### config.mk
export PLATFORM = sky130hd
export DESIGN_NAME = lfsr_noise_channel
export DESIGN_NICKNAME = d
export VERILOG_FILES = /design/src/rtl/core/lnc_pkg.sv /design/src/rtl/core/lnc_ctrl.sv /design/src/rtl/core/lnc_datapath.sv /design/src/rtl/core/lfsr_noise_channel.sv
export SDC_FILE = /design/constraint.sdc
export NUM_CORES = 1
export LEC_CHECK = 0
export ABC_AREA = 1
export BUFFER_PORTS_ARGS = -buffer_cell sky130_fd_sc_hd__buf_4
export CAP_MARGIN = 20
export CORE_AREA = 5 5 102 104
export DETAILED_ROUTE_END_ITERATION = 12
export DIE_AREA = 0 0 107 109
export HOLD_SLACK_MARGIN = 0.15
export PLACE_DENSITY = 0.91
export SKIP_CTS_REPAIR_TIMING = 1
export SKIP_LAST_GASP = 1
export SYNTH_ARGS = -nofsm -noshare
export SYNTH_HDL_FRONTEND = slang
export SYNTH_SLANG_ARGS = --single-unit
### constraint.sdc
create_clock -name i_clk -period 3.9 [get_ports i_clk]
set_input_delay 0.195 -clock i_clk [delete_from_list [all_inputs] [get_ports i_clk]]
set_output_delay 0.195 -clock i_clk [all_outputs]
set_load 0.03 [all_outputs]
### src/rtl/core/lnc_pkg.sv
package lnc_pkg;

    localparam int unsigned LFSR_W      = 15;
    localparam int unsigned PERIOD_W    = 23;
    localparam int unsigned CTRL_W      = 8;
    localparam int unsigned MASK_W      = 8;
    localparam int unsigned SEVEN_POS   = 6;
    localparam int unsigned FEEDBACK_POS = 14;

    localparam logic [LFSR_W-1:0] LFSR_RESET = 15'h7FFF;
    localparam logic [MASK_W-1:0] MASK_ON    = 8'hFF;
    localparam logic [MASK_W-1:0] MASK_OFF   = 8'h00;

    // register index, taken from the word address bit
    localparam logic REG_NOISE_CONTROL = 1'b0;

    // input commands
    localparam logic CMD_ADVANCE = 1'b0;
    localparam logic CMD_RESTART = 1'b1;

    typedef struct packed {
        logic restart;  // reload LFSR, clear phase
        logic add;      // add elapsed cycles to phase
        logic step;     // subtract one period, clock LFSR once
        logic capture;  // load output mask from LFSR
    } t_dp_cmd;

    typedef struct packed {
        logic above;    // phase at or above the period
    } t_dp_status;

    // period = divisor << (shift + 1)
    function automatic logic [PERIOD_W-1:0] period_of(input logic [CTRL_W-1:0] ctrl);
        logic [6:0]          base;
        logic [4:0]          sh;
        logic [PERIOD_W-1:0] ext;
        case (ctrl[2:0])
            3'd0:    base = 7'd8;
            3'd1:    base = 7'd16;
            3'd2:    base = 7'd32;
            3'd3:    base = 7'd48;
            3'd4:    base = 7'd64;
            3'd5:    base = 7'd80;
            3'd6:    base = 7'd96;
            default: base = 7'd112;
        endcase
        sh  = {1'b0, ctrl[7:4]} + 5'd1;
        ext = PERIOD_W'(base);
        return ext << sh;
    endfunction

endpackage

### src/rtl/core/lnc_ctrl.sv
module lnc_ctrl (
    input  logic                i_clk,
    input  logic                i_rst_n,
    input  logic                i_in_valid,
    input  logic                i_cmd,
    output logic                o_in_ready,
    output logic                o_out_valid,
    input  logic                i_out_ready,
    input  lnc_pkg::t_dp_status i_status,
    output lnc_pkg::t_dp_cmd    o_cmd
);
    import lnc_pkg::*;

    typedef enum logic [1:0] {
        ST_IDLE,
        ST_DRAIN,
        ST_DELIVER
    } t_state;

    t_state r_state, n_state;
    logic   r_out_valid, n_out_valid;
    logic   out_free;
    logic   in_take;

    assign o_in_ready  = (r_state == ST_IDLE);
    assign o_out_valid = r_out_valid;
    assign in_take     = i_in_valid && (r_state == ST_IDLE);
    assign out_free    = !r_out_valid || i_out_ready;

    always_comb begin
        n_state     = r_state;
        n_out_valid = r_out_valid && !i_out_ready;
        o_cmd       = '0;
        unique case (r_state)
            ST_IDLE: begin
                if (in_take) begin
                    if (i_cmd == CMD_RESTART) begin
                        o_cmd.restart = 1'b1;
                        n_state       = ST_DELIVER;
                    end else begin
                        o_cmd.add = 1'b1;
                        n_state   = ST_DRAIN;
                    end
                end
            end
            ST_DRAIN: begin
                if (i_status.above) begin
                    o_cmd.step = 1'b1;
                end else begin
                    n_state = ST_DELIVER;
                end
            end
            ST_DELIVER: begin
                if (out_free) begin
                    o_cmd.capture = 1'b1;
                    n_out_valid   = 1'b1;
                    n_state       = ST_IDLE;
                end
            end
            default: n_state = ST_IDLE;
        endcase
    end

    always_ff @(posedge i_clk) begin
        if (!i_rst_n) begin
            r_state     <= ST_IDLE;
            r_out_valid <= 1'b0;
        end else begin
            r_state     <= n_state;
            r_out_valid <= n_out_valid;
        end
    end

endmodule

### src/rtl/core/lnc_datapath.sv
module lnc_datapath #(
    parameter int unsigned CYCLE_FIELD_BITS = 12
) (
    input  logic                          i_clk,
    input  logic                          i_rst_n,
    input  logic [CYCLE_FIELD_BITS-1:0]   i_cycles,
    input  logic [lnc_pkg::CTRL_W-1:0]    i_ctrl,
    input  lnc_pkg::t_dp_cmd              i_cmd,
    output lnc_pkg::t_dp_status           o_status,
    output logic [lnc_pkg::MASK_W-1:0]    o_mask
);
    import lnc_pkg::*;

    // phase holds a leftover below the old period plus one advance
    localparam int unsigned BASE_W  = (CYCLE_FIELD_BITS > PERIOD_W) ? CYCLE_FIELD_BITS
                                                                    : PERIOD_W;
    localparam int unsigned PHASE_W = BASE_W + 1;

    logic [LFSR_W-1:0]  r_lfsr, n_lfsr;
    logic [PHASE_W-1:0] r_phase, n_phase;
    logic [MASK_W-1:0]  r_mask;
    logic [PHASE_W-1:0] period;
    logic [LFSR_W-1:0]  lfsr_stepped;
    logic               fb;

    assign period = PHASE_W'(period_of(i_ctrl));
    assign o_status.above = (r_phase >= period);
    assign o_mask = r_mask;

    always_comb begin
        fb           = r_lfsr[0] ^ r_lfsr[1];
        lfsr_stepped = {fb, r_lfsr[LFSR_W-1:1]};
        if (i_ctrl[3]) begin
            lfsr_stepped[SEVEN_POS] = fb;
        end
    end

    always_comb begin
        n_lfsr  = r_lfsr;
        n_phase = r_phase;
        if (i_cmd.restart) begin
            n_lfsr  = LFSR_RESET;
            n_phase = '0;
        end else if (i_cmd.add) begin
            n_phase = r_phase + PHASE_W'(i_cycles);
        end else if (i_cmd.step) begin
            n_phase = r_phase - period;
            n_lfsr  = lfsr_stepped;
        end
    end

    always_ff @(posedge i_clk) begin
        if (!i_rst_n) begin
            r_lfsr  <= LFSR_RESET;
            r_phase <= '0;
        end else begin
            r_lfsr  <= n_lfsr;
            r_phase <= n_phase;
        end
    end

    always_ff @(posedge i_clk) begin
        if (!i_rst_n) begin
            r_mask <= MASK_OFF;
        end else if (i_cmd.capture) begin
            r_mask <= r_lfsr[0] ? MASK_OFF : MASK_ON;
        end
    end

endmodule

### src/rtl/core/lfsr_noise_channel.sv
// Noise channel of a sound chip: a 15-bit LFSR (or 7-bit in seven-bit mode)
// clocked once per elapsed period, period = divisor << (shift + 1).
// Configuration: APB-style port, one register noise_control at byte address 0
// (divisor code bits 2:0, seven-bit mode bit 3, shift bits 7:4). Write it only
// while the channel is idle. pready is tied high.
// Input channel (i_in_valid / o_in_ready): i_cmd advance or restart, i_cycles
// elapsed cycles. Output channel (o_out_valid / i_out_ready): one sample mask
// per input transaction, 0xFF while LFSR bit 0 is clear, else 0x00.
// Sequence: a restart reloads the LFSR and goes straight to delivery; an
// advance adds i_cycles to the phase, then drains one LFSR clock per whole
// period held in the phase and delivers.
// The drain loop does one compare-and-subtract of the period per cycle; a new
// transaction is accepted only once the last result is in the output register.
// A new input transaction is accepted while a finished result still waits in
// the output register; if the receiver stalls, the next result holds in the
// controller until the output register frees up.
// Reset: LFSR to all ones, phase to zero, noise_control to zero (period 16,
// fifteen-bit mode), output register empty.
module lfsr_noise_channel #(
    parameter int unsigned CYCLE_FIELD_BITS = 12
) (
    input  logic                        i_clk,
    input  logic                        i_rst_n,
    // input channel
    input  logic                        i_in_valid,
    output logic                        o_in_ready,
    input  logic                        i_cmd,
    input  logic [CYCLE_FIELD_BITS-1:0] i_cycles,
    // output channel
    output logic                        o_out_valid,
    input  logic                        i_out_ready,
    output logic [7:0]                  o_sample_mask,
    // configuration port
    input  logic                        psel,
    input  logic                        penable,
    input  logic                        pwrite,
    input  logic [2:0]                  paddr,
    input  logic [31:0]                 pwdata,
    output logic [31:0]                 prdata,
    output logic                        pready
);
    import lnc_pkg::*;

    logic [CTRL_W-1:0] r_noise_control;
    logic              cfg_write;
    t_dp_cmd           dp_cmd;
    t_dp_status        dp_status;

    // No wait states in the access phase; the word address is paddr[2].
    assign pready    = 1'b1;
    assign cfg_write = psel && penable && pwrite;

    always_ff @(posedge i_clk) begin
        if (!i_rst_n) begin
            r_noise_control <= '0;
        end else if (cfg_write && (paddr[2] == REG_NOISE_CONTROL)) begin
            r_noise_control <= pwdata[CTRL_W-1:0];
        end
    end

    // Read back the control register; unmapped words read as zero.
    assign prdata = (paddr[2] == REG_NOISE_CONTROL) ? {24'b0, r_noise_control} : 32'b0;

    // Sequence accept, drain and deliver.
    lnc_ctrl u_ctrl (
        .i_clk       (i_clk),
        .i_rst_n     (i_rst_n),
        .i_in_valid  (i_in_valid),
        .i_cmd       (i_cmd),
        .o_in_ready  (o_in_ready),
        .o_out_valid (o_out_valid),
        .i_out_ready (i_out_ready),
        .i_status    (dp_status),
        .o_cmd       (dp_cmd)
    );

    // Hold LFSR, phase accumulator and the output mask register.
    lnc_datapath #(
        .CYCLE_FIELD_BITS (CYCLE_FIELD_BITS)
    ) u_datapath (
        .i_clk    (i_clk),
        .i_rst_n  (i_rst_n),
        .i_cycles (i_cycles),
        .i_ctrl   (r_noise_control),
        .i_cmd    (dp_cmd),
        .o_status (dp_status),
        .o_mask   (o_sample_mask)
    );

endmodule

==> results.yml <==
sta:
  achievable_freq_ghz: 0.296
  finalCritPeriodShare: 0.865
  report.final.slew_viol_count: 0
  setup_viol_count_final: 0
  grt_setup_unrepaired: "no"
  max-slew-margin-rel: 0.410
  fin_crit_ns: 3.37
  hold_viol_final: 0
  timing.setup.tns_ns: 0
  worst_clock_skew_ns: 0.00955
  transition_time_at_the_pin_with_the_least_slew_margin_ns: 0.882
job:
  cap_violations: 0
place:
  portBuffers: 46
  dp_hpwl_um: 11000
  dpl-instance-area_um2: 5540
  last_weighted_congestion_value_of_the_routability_driven_placer: 0.950
  place.detailed.instances: 1076
pwr:
  max_ir_drop_vdd_uv: 242
  static-leakage-power_nw: 3.25
  fin_total_pwr_mw: 2.79
  power-per-cell-area_nw_per_um2: 495
clock_tree:
  path_clk_slew_ns: 0.11
  cts.sink_count: 51
  ctsHtreeMaxLevel: 2
  cts-root-buf: "sky130_fd_sc_hd__clkbuf_8"
  clockBufferDepth: 2
  clkLatencyLatePin_ns: 0.31
  tritoncts.num_buffers: 5
  cts_tree: "built"
synth:
  avg_inst_size_synth_um2: 5.61
  synth_edf_count: 0
  synth_sequential_area_ratio: 0.195
  yosys.area.top_type_share: 0.222
  synthCells: 935
  synth_flop_cell: "sky130_fd_sc_hd__dfxtp_1"
  synth_cell_type_count: 40
  ys_ff_latch: 51
  ys_top_cells_by_area: "sky130_fd_sc_hd__nand2_1 22%, sky130_fd_sc_hd__dfxtp_1 19%, sky130_fd_sc_hd__inv_1 11%"
  synth_top_area_cell: "sky130_fd_sc_hd__nand2_1"
  synth_area_um2: 5250
  ys_warn_count: 0
  synth-async-reset-ratio: 0
run_status:
  status: "complete, but fails checks"
  violations: "design-rule violations"
layout:
  nNetsFinal: 1058
  antennaDiodeCount: 0
  finalCoreUtilization: 0.596
  layout_common_cells: "310 x sky130_fd_sc_hd__nand2_1, 150 x sky130_fd_sc_hd__inv_1, 96 x sky130_fd_sc_hd__nor2_1"
  final_area_um2: 5630
  final_std_cells_w_o_fill: 1084
  final_common_cell: "sky130_fd_sc_hd__nand2_1"
  post_route_cells_drive_above_1_share: 0.0784
  area.growth.synth_to_final_pct: 7.40
route:
  num_vias: 5587
  detail_route.wirelength_um: 13700
  routed_wire_length_per_instance_um: 12.6
  drt-vias-per-instance: 5.15
  dr.pass1.iters: 11
  wl_met1_um: 6060
  detail_route.drc_violations: 1
  initialDrtViolationCount: 453
  dr_wl_met2_um: 6140
  routed-wl-met3_um: 1220
  highest-signal-layer: "met4"
  drtAntennaViolNets: 0
global_routing:
  first_global_vias: 4830
  grt_start_max_net_pins: 27
  grt_usage: 0.236
  global_route.overflow_total: 0
  antenna_violations_before_repair: 0
  grt_first_pass_wirelength_um: 22300
floorplanning:
  initial_core_util: 0.554
  fp.coreArea_um2: 9460
  die_y_um: 109
  io_pins: 98
  chipWidth_um: 107
  fp.dieArea_um2: 11700
  std_cell_rows: 36
worst_setup_path:
  critPathCaptureType: "flip-flop"
  critical_path.startpoint_type: "flip-flop"
  cp_data_required_time_ns: 4.13
  worst_ep_arrival_time_ns: 3.60
  r2r_slack_ns: 0.53
  timing_worst_setup_path_type: "flip-flop to flip-flop"
  worstPathMaxFanout: 13
min_path:
  timing.hold.worst.class: "input port to flip-flop"
[metal layers]
metal,GRT usage,up-vias
met5,0,-
met1,0.322,2418
met3,0.0367,18
met2,0.390,203
li1,-,2948
met4,0.0648,0
[synth_stat cells, drive strengths merged, types with 4 or more instances]
master,number
nand2,313
inv,152
nor2,98
nand3,93
dfxtp,51
o21ai,47
a21oi,43
buf,42
ha,33
nor3,11
xor2,9
clkbuf,8
nand4,7
a22oi,4
[registers in the layout (all words and copies together) (netlist names)]
name	cells
u_datapath.r_phase	24
u_ctrl.o_out_valid	1
r_noise_control	8
u_ctrl.r_state	2
u_datapath.r_lfsr	15
u_datapath.o_mask	1
[logic make-up after synthesis]
kind of cell,synth area share
XOR/XNOR,0.0167
flip-flops,0.195
AND/OR/NAND/NOR,0.418
adder cells (fa/ha/maj),0.0825
AO/OA/AOI/OAI,0.109
buffers and inverters,0.175
multiplexers,0.00191
other,0.00143
[area by class of cell]
class / instances / area, um2
Fill cell: 915 / 3830
Multi-Input combinational cell: 705 / 3400
Sequential cell: 51 / 1020
Inverter: 152 / 571
Timing Repair Buffer: 54 / 405
Tap cell: 114 / 143
Clock buffer: 5 / 68.8
Clock inverter: 3 / 27.5
[worst paths after layout]
check / start / to / cells past startpoint
hold / removal: i_in_valid / u_ctrl.r_state[1] / 2
setup / recovery: r_noise_control[4] / u_datapath.r_phase[14] / 18
setup reg to reg: r_noise_control[4] / u_datapath.r_phase[14] / 18
hold reg to reg: u_datapath.r_lfsr[5] / u_datapath.r_lfsr[4] / 2
[critical path, cell delays in order (launching register included)]
cell and delay, ns:
sky130_fd_sc_hd__dfxtp_1 0.47, sky130_fd_sc_hd__ha_1 0.23, sky130_fd_sc_hd__xor2_1 0.19, sky130_fd_sc_hd__inv_1 0.15
sky130_fd_sc_hd__nor3_1 0.31, sky130_fd_sc_hd__a22o_1 0.19, sky130_fd_sc_hd__inv_1 0.04, sky130_fd_sc_hd__ha_1 0.40
sky130_fd_sc_hd__nand2_1 0.11, sky130_fd_sc_hd__nor2_1 0.16, sky130_fd_sc_hd__nand2_1 0.09, sky130_fd_sc_hd__nor2_1 0.09
sky130_fd_sc_hd__nand2_1 0.07, sky130_fd_sc_hd__nand3_2 0.13, sky130_fd_sc_hd__nand2_4 0.13, sky130_fd_sc_hd__inv_2 0.24
sky130_fd_sc_hd__nand3_1 0.16, sky130_fd_sc_hd__nand2_1 0.10, sky130_fd_sc_hd__nor2_1 0.04
[stage by stage]
| step | setup slack [ns] | hold WS (ns) |
|---|---|---|
| global placement | 0.561 | 0.435 |
| global route | 0.0947 | 0.160 |
| floorplan | 0.947 | 0.345 |
| CTS | 0.528 | 0.150 |
| finish | 0.527 | 0.157 |
| detailed placement | 0.552 | 0.443 |
[power breakdown]
part | total, mW | switching (mW) | internal (mW)
logic | 1.78 | 1.19 | 0.592
clock network | 0.331 | 0.199 | 0.132
registers | 0.677 | 0.0827 | 0.594
total | 2.79 | 1.47 | 1.32
(Power assumes the default switching activity.)
